<file path="src/rtl/core/midi_voice_allocator_macros.svh">
// assertion macros shared by the voice allocator
`ifndef MIDI_VOICE_ALLOCATOR_MACROS_SVH
`define MIDI_VOICE_ALLOCATOR_MACROS_SVH

// same-cycle implication, muted while reset is asserted
`define MVA_ASSERT_NOW(label, clk, rst_n, ante, cons, msg) \
	label: assert property (@(posedge clk) disable iff (!(rst_n)) (ante) |-> (cons)) \
		else $error(msg);

// next-cycle implication, muted while reset is asserted
`define MVA_ASSERT_NEXT(label, clk, rst_n, ante, cons, msg) \
	label: assert property (@(posedge clk) disable iff (!(rst_n)) (ante) |=> (cons)) \
		else $error(msg);

`endif

</file>
<file path="src/rtl/core/mva_pkg.sv">
package mva_pkg;

	localparam logic [1:0] ACT_NOTE_ON  = 2'd0;
	localparam logic [1:0] ACT_NOTE_OFF = 2'd1;
	localparam logic [1:0] ACT_PROGRAM  = 2'd2;

	localparam logic [1:0] OP_NONE    = 2'd0;
	localparam logic [1:0] OP_CLAIM   = 2'd1;
	localparam logic [1:0] OP_RELEASE = 2'd2;

	localparam logic [1:0] WAVE_HYBRID = 2'd0;
	localparam logic [1:0] WAVE_SINE   = 2'd1;
	localparam logic [1:0] WAVE_SQUARE = 2'd2;

	localparam logic [6:0] PROG_SINE_A_LO = 7'd71;
	localparam logic [6:0] PROG_SINE_A_HI = 7'd79;
	localparam logic [6:0] PROG_SQUARE    = 7'd29;
	localparam logic [6:0] PROG_SINE_B_LO = 7'd52;
	localparam logic [6:0] PROG_SINE_B_HI = 7'd54;

	// item travelling down the voice chain, result fields filled by the cell that acts
	typedef struct packed {
		logic [1:0] op;
		logic       done;
		logic [3:0] chan;
		logic [6:0] key;
		logic [6:0] amount;
		logic [1:0] wave;
		logic       hit;
		logic [3:0] voice_index;
		logic       restart_phase;
		logic       active;
		logic [6:0] note;
		logic [6:0] volume;
		logic [3:0] voice_channel;
		logic [1:0] voice_wave;
	} mva_pkt_t;

	function automatic logic [1:0] wave_for_program(input logic [6:0] prog);
		logic [1:0] w;
		priority if (prog >= PROG_SINE_A_LO && prog <= PROG_SINE_A_HI) w = WAVE_SINE;
		else if (prog == PROG_SQUARE) w = WAVE_SQUARE;
		else if (prog >= PROG_SINE_B_LO && prog <= PROG_SINE_B_HI) w = WAVE_SINE;
		else w = WAVE_HYBRID;
		return w;
	endfunction

endpackage

</file>
<file path="src/rtl/core/mva_voice_cell.sv">
module mva_voice_cell import mva_pkg::*; #(
	parameter int IDX = 0
) (
	input  logic     clk,
	input  logic     arst_n,
	input  logic     in_valid,
	input  mva_pkt_t in_pkt,
	output logic     out_valid,
	output mva_pkt_t out_pkt
);

	localparam logic [3:0] IDX4 = 4'(IDX);

	logic       in_use_q;
	logic [6:0] note_q;
	logic [6:0] volume_q;
	logic [1:0] wave_q;

	logic       valid_q;
	mva_pkt_t   pkt_q;

	logic       claim_here;
	logic       rel_here;
	mva_pkt_t   pkt_nxt;

	assign claim_here = in_valid && !in_pkt.done && in_pkt.op == OP_CLAIM && !in_use_q;
	assign rel_here   = in_valid && !in_pkt.done && in_pkt.op == OP_RELEASE && in_use_q
		&& note_q == in_pkt.key;

	always_comb begin
		pkt_nxt = in_pkt;
		priority if (claim_here) begin
			pkt_nxt.done          = 1'b1;
			pkt_nxt.hit           = 1'b1;
			pkt_nxt.voice_index   = IDX4;
			pkt_nxt.restart_phase = 1'b1;
			pkt_nxt.active        = 1'b1;
			pkt_nxt.note          = in_pkt.key;
			pkt_nxt.volume        = in_pkt.amount;
			pkt_nxt.voice_channel = in_pkt.chan;
			pkt_nxt.voice_wave    = in_pkt.wave;
		end else if (rel_here) begin
			pkt_nxt.done          = 1'b1;
			pkt_nxt.hit           = 1'b1;
			pkt_nxt.voice_index   = IDX4;
			pkt_nxt.restart_phase = 1'b0;
			pkt_nxt.active        = 1'b0;
			pkt_nxt.note          = in_pkt.key;
			pkt_nxt.volume        = volume_q;
			pkt_nxt.voice_channel = 4'd0;
			pkt_nxt.voice_wave    = wave_q;
		end else begin
			pkt_nxt = in_pkt;
		end
	end

	always_ff @(posedge clk or negedge arst_n) begin
		if (!arst_n) begin
			in_use_q <= 1'b0;
			valid_q  <= 1'b0;
		end else begin
			valid_q <= in_valid;
			if (claim_here) begin
				in_use_q <= 1'b1;
			end else if (rel_here) begin
				in_use_q <= 1'b0;
			end
		end
	end

	always_ff @(posedge clk) begin
		pkt_q <= pkt_nxt;
		if (claim_here) begin
			note_q   <= in_pkt.key;
			volume_q <= in_pkt.amount;
			wave_q   <= in_pkt.wave;
		end else if (rel_here) begin
			note_q <= in_pkt.key;
		end
	end

	assign out_valid = valid_q;
	assign out_pkt   = pkt_q;

endmodule

</file>
<file path="src/rtl/core/midi_voice_allocator.sv">
// channel   signals                                  handshake
// command   action channel key amount                start / busy
// result    hit voice_index restart_phase active     strobe, one cycle
//           note volume voice_channel wave
//
// an item walks the row of voice cells one cell per cycle, registered in each cell;
// busy falls at the edge that ends its result strobe, so the next item is taken
// after that result; the row holds a single item at a time
// program change and ignored actions also walk the row and give a no-hit result
// reset frees every voice and sets every channel to hybrid
// the receiver cannot stall: each result is shown for exactly one cycle
`include "midi_voice_allocator_macros.svh"

module midi_voice_allocator import mva_pkg::*; #(
	parameter int NUM_VOICES   = 16,
	parameter int NUM_CHANNELS = 16
) (
	input  logic       clk,
	input  logic       arst_n,
	input  logic       start,
	output logic       busy,
	input  logic [1:0] action,
	input  logic [3:0] channel,
	input  logic [6:0] key,
	input  logic [6:0] amount,
	output logic       strobe,
	output logic       hit,
	output logic [3:0] voice_index,
	output logic       restart_phase,
	output logic       active,
	output logic [6:0] note,
	output logic [6:0] volume,
	output logic [3:0] voice_channel,
	output logic [1:0] wave
);

	localparam int CH_W = (NUM_CHANNELS > 1) ? $clog2(NUM_CHANNELS) : 1;

	logic [1:0]          chan_wave_q [NUM_CHANNELS];
	logic                busy_q;
	logic                accept;
	logic                chan_ok;
	logic [CH_W-1:0]     chan_idx;
	logic [1:0]          op_in;
	logic [NUM_VOICES:0] chain_valid;
	mva_pkt_t            chain_pkt [NUM_VOICES+1];

	assign accept   = start && !busy_q;
	assign chan_ok  = {1'b0, channel} < 5'(NUM_CHANNELS);
	assign chan_idx = channel[CH_W-1:0];

	always_comb begin
		unique case (action)
			ACT_NOTE_ON:  op_in = (amount == 7'd0) ? OP_RELEASE : OP_CLAIM;
			ACT_NOTE_OFF: op_in = OP_RELEASE;
			default:      op_in = OP_NONE;
		endcase
	end

	always_comb begin
		chain_pkt[0]      = '0;
		chain_pkt[0].op   = op_in;
		chain_pkt[0].done = (op_in == OP_NONE);
		chain_pkt[0].chan = channel;
		chain_pkt[0].key  = key;
		chain_pkt[0].amount = amount;
		chain_pkt[0].wave = chan_ok ? chan_wave_q[chan_idx] : WAVE_HYBRID;
	end
	assign chain_valid[0] = accept;

	for (genvar i = 0; i < NUM_VOICES; i++) begin : g_cell
		mva_voice_cell #(
			.IDX(i)
		) u_cell (
			.clk      (clk),
			.arst_n   (arst_n),
			.in_valid (chain_valid[i]),
			.in_pkt   (chain_pkt[i]),
			.out_valid(chain_valid[i+1]),
			.out_pkt  (chain_pkt[i+1])
		);
	end

	always_ff @(posedge clk or negedge arst_n) begin
		if (!arst_n) begin
			busy_q <= 1'b0;
			for (int c = 0; c < NUM_CHANNELS; c++) begin
				chan_wave_q[c] <= WAVE_HYBRID;
			end
		end else begin
			if (accept) begin
				busy_q <= 1'b1;
			end else if (chain_valid[NUM_VOICES]) begin
				busy_q <= 1'b0;
			end
			if (accept && action == ACT_PROGRAM && chan_ok) begin
				chan_wave_q[chan_idx] <= wave_for_program(amount);
			end
		end
	end

	assign busy          = busy_q;
	assign strobe        = chain_valid[NUM_VOICES];
	assign hit           = chain_pkt[NUM_VOICES].hit;
	assign voice_index   = chain_pkt[NUM_VOICES].voice_index;
	assign restart_phase = chain_pkt[NUM_VOICES].restart_phase;
	assign active        = chain_pkt[NUM_VOICES].active;
	assign note          = chain_pkt[NUM_VOICES].note;
	assign volume        = chain_pkt[NUM_VOICES].volume;
	assign voice_channel = chain_pkt[NUM_VOICES].voice_channel;
	assign wave          = chain_pkt[NUM_VOICES].voice_wave;

	`MVA_ASSERT_NOW(a_one_item_in_row, clk, arst_n, 1'b1, $countones(chain_valid[NUM_VOICES:1]) <= 1, "more than one item in the voice row")
	`MVA_ASSERT_NOW(a_strobe_busy, clk, arst_n, strobe, busy, "result strobe without an item in flight")
	`MVA_ASSERT_NOW(a_restart_hit, clk, arst_n, strobe && restart_phase, hit && active, "restart without a claimed voice")
	`MVA_ASSERT_NEXT(a_accept_busy, clk, arst_n, start && !busy, busy, "busy not raised after accept")

endmodule
</file>
<file path="config.mk">
export PLATFORM = sky130hd
export DESIGN_NAME = midi_voice_allocator
export DESIGN_NICKNAME = d
export VERILOG_FILES = /design/src/rtl/core/mva_pkg.sv /design/src/rtl/core/mva_voice_cell.sv /design/src/rtl/core/midi_voice_allocator.sv
export VERILOG_INCLUDE_DIRS = /design/src /design/src/rtl/core
export SDC_FILE = /design/constraint.sdc
export NUM_CORES = 1
export LEC_CHECK = 0
export ABC_AREA = 1
export BUFFER_PORTS_ARGS = -buffer_cell sky130_fd_sc_hd__buf_2
export CORE_ASPECT_RATIO = 1.5
export CORE_MARGIN = 2
export CORE_UTILIZATION = 56
export CTS_CLUSTER_SIZE = 12
export DETAILED_ROUTE_END_ITERATION = 12
export GPL_TIMING_DRIVEN = 0
export PLACE_DENSITY_LB_ADDON = 0.2
export SLEW_MARGIN = 20
export SYNTH_ARGS = -nofsm -noshare
export SYNTH_HDL_FRONTEND = slang
export SYNTH_SLANG_ARGS = --single-unit
</file>
<file path="constraint.sdc">
create_clock -name clk -period 2.51 [get_ports clk]
set_clock_uncertainty 0.2 [all_clocks]
set_input_delay 0 -clock clk [delete_from_list [all_inputs] [get_ports clk]]
set_output_delay 0 -clock clk [all_outputs]
set_load 0.05 [all_outputs]
</file>
==> results.md <==
- Synth-to-Final Area Change: 13.25%
- Layout Nets: 4073
- Core area: 64330 µm²
- Number of enable flip-flop cells after synthesis: 256
- Ys async rst share: 0.06092
- Clock share of power: 0.414
- Fmax: 0.4187 GHz
- Final period util: 0.9515
- Sequential fraction of design power: 0.557
- Met3 Usage GRT: 0.02632
- 1st-pass router iterations: 5
- CTS sink count: 1067
- Worst slew pin tran: 975.5 ps
- Postcts setup bufs: 0
- Slew Limit Fails: 0
- Syn_area_per_cell: 9.436 µm²
- Arr. time, crit path: 2780 ps
- Clk_lat worst skew: 650 ps
- WP data required: 2900 ps
- Final setup fails: 0
- Final min period: 2388 ps
- RSZ-0062 raised after global routing: no
- Cells after Synth: 3849
- Switching power total: 6905 µW
- Cell Pwr Density: 806.1 nW/µm²
- Total of warnings raised by yosys: 0
- Cell-internal power: 26250 µW
- Ranking of synthesized cells by area: dfxtp_1, edfxtp_1, nand2_1
- Synth area leader: dfxtp_1
- Layout Cells excl Fill: 5003
- Clock Pin Slew Worst Setup and Hold Paths: 60 ps
- Die ar.: 66950 µm²
- CP Capture Type: flip-flop
- GRT met2 Usage: 0.4639
- Worst Hold Class: in2reg
- Largest net degree at the start of global routing: 50
- Root buffer cell: clkbuf_16
- Pleak: 0.01974 µW
- Initial core utilization: 0.5646
- Die width: 211.9 µm
- CTS Buf Count: 100
- #FFs+latches synth: 1067
- Drt total wl: 66840 µm
- Most Crowded Layer GR: met2
- Starting DRT DRC Count: 859
- Initial antenna violation count: 0
- Avg WL per Cell: 13.36 µm
- Vias in the first global route: 22940
- Unique masters post-synth: 32
- Setup_tns: 0 ps
- Final-layout fill cell count: 5266
- Fin. Hold Viols: 0
- Max-cap violations: 0
- First-pass GRT wire length: 108700 µm
- Vias: 22900
- Post-placement cell count: 4771
- # IOs: 52
- Syn Nets: 3872
- Via density: 4.577
- Register Area: 24250 µm²
- Gp weighted congestion: 0.8453
- DRC Markers: 0
- Clock tree from TritonCTS: built
- Worst setup SP type: input pin
- Status: finished clean
- Crit path max fanout: 10
- CP Class: in2reg
- Internal reg-to-reg setup slack: 240 ps
- Maximum vdd drop: 659.2 µV
- Post-DRT Antenna Nets: 0
- GR met1 Demand/Resource: 0.1611
- Port-buffer cells: 51
- Total Routing Usage GR: 0.2070
- Hold_ws: 74.81 ps
- Synth top area share: 0.4112
- Standard-cell rows: 114
- Post-synth top flop: dfxtp_1
- Layout cells sized above 1: 0.09557
- Combinational fraction of design power: 0.029
- DP HPWL: 49050 µm
- Synthesized area: 36320 µm²
- Seq/Total Area, Yosys: 0.6677
- Total congestion overflow: 0
- Buffer depth of the longest clock path: 3
- Worst slew margin: 0.3475
- Die Ht: 315.9 µm
- CTS HTree Levels: 3
- Multi-input logic area: 9090 µm²
- Sw frac: 0.2083
- Inserted Diodes: 0
power by group through the flow:
stage               Clock (µW)  Combinational (µW)  Sequential (µW)
global placement             0                 871            18800
CTS                      14000                 956            18500
detailed placement           0                 893            18800
floorplan                    0                 645            18800
finish                   13700                 948            18500
global route             14700                1070            18500
synth_stat cells (16+ instances only):
master    count
o21ai_1      21
clkinv_1     16
nand3_1     434
edfxtp_1    256
inv_2        25
clkbuf_1     19
or2_2        39
nor2_4       18
o21ai_0      24
buf_2        48
nor2_1      193
inv_1       559
nor2_2       17
xor2_1       33
buf_4        34
nand2_1    1216
dfxtp_1     746
dfrtp_1      65
timing repair:
action	4_1_cts	5_1_grt
endpoints found under the hold margin	170	0
gates resized for setup	0	3
hold buffers	47	0
endpoints found under the setup margin	0	9
flip-flops by register name, indices dropped and copies added (netlist names):
name and cells:
g_cell.u_cell.out_pkt 746, g_cell.u_cell.note_q 112, g_cell.u_cell.volume_q 112, chan_wave_q 32, g_cell.u_cell.wave_q 32, g_cell.u_cell.in_use_q 16
g_cell.u_cell.out_valid 16, busy 1
cell families (layout without fill, tap and decap cells):
family          Yosys count  after routing  synth area share
simple gates           1961           1961            0.2309
flops                  1067           1067            0.6677
buf+inv                 716           1000           0.08227
compound gates           71             71           0.01099
xor+xnor                 33             33          0.007958
mux                       1              1         0.0002756
layout make-up:
class                      count  area share
sequential                  1067      0.5896
multi-input combinational   2066      0.2210
clock buffer                 180     0.07021
inverter                     600     0.05476
tap                          870     0.02647
timing repair buffer          99     0.01844
buffer                       116     0.01795
clock inverter                 5    0.001612
layout by cell type, fill, tap and decap left out, types with 5 or more instances in the layout:
| cell type | n |
|---|---|
| buf_4 | 35 |
| clkinv_1 | 16 |
| nor2_4 | 18 |
| nor2_1 | 193 |
| buf_6 | 15 |
| dfrtp_1 | 65 |
| or2_2 | 39 |
| nand2_2 | 15 |
| clkbuf_1 | 95 |
| buf_2 | 97 |
| inv_1 | 559 |
| inv_2 | 25 |
| o21ai_0 | 24 |
| clkbuf_16 | 104 |
| xor2_1 | 33 |
| nand4_1 | 6 |
| nand2_1 | 1216 |
| nand3_1 | 434 |
| o21ai_1 | 21 |
| a21oi_1 | 6 |
| edfxtp_1 | 256 |
| nand3_2 | 10 |
| or2_1 | 5 |
| a31oi_1 | 12 |
| dlygate4sd3_1 | 46 |
| dfxtp_1 | 746 |
| nor2_2 | 17 |
| nand3_4 | 5 |
| a21oi_2 | 7 |
worst paths after layout:
kind	start	endpoint	depth (start not counted)
max	start	g_cell[0].u_cell.out_pkt[47]$_SDFF_PP1_	11
min	channel[2]	chan_wave_q[12]$_DFFE_PN0P_	5
max reg2reg	busy$_DFFE_PN0P_	g_cell[0].u_cell.out_pkt[47]$_SDFF_PP1_	7
min reg2reg	g_cell[2].u_cell.out_pkt[44]$_DFF_P_	g_cell[3].u_cell.out_pkt[44]$_DFF_P_	0
max in group asynchronous	arst_n	chan_wave_q[30]$_DFFE_PN0P_	4
min in group asynchronous	arst_n	g_cell[11].u_cell.out_valid$_DFF_PN0_	3
stage by stage:
step / total power [µW] / cell area [µm²] / worst slack, ps / utilization
finish: 33160 / 41130 / 121.8 / 0.6394
CTS: 33450 / 41120 / 36.05 / 0.6392
floorplan: 19410 / 36320 / 420.0 / -
global route: 34300 / 41130 / 48.67 / 0.6394
detailed placement: 19740 / 37690 / 301.9 / 0.5859
global placement: 19690 / 37660 / 335.7 / 0.5855
critical path: stages:
cell,delay (ps)
dlygate4sd3_1,520
buf_2,100
dlygate4sd3_1,550
inv_1,90
nor2_4,110
nand2_2,90
nor2_1,200
nand3_4,190
clkbuf_4,270
nand3_1,120
dlygate4sd3_1,550
per-layer routing:
| layer | share of wire | vias up |
|---|---|---|
| met3 | 0.025 | 164 |
| met2 | 0.62 | 288 |
| met4 | 0.045 | 0 |
| met1 | 0.31 | 10220 |
| met5 | 0 | - |
| li1 | - | 12230 |
Power figures use the tool's default switching activity.
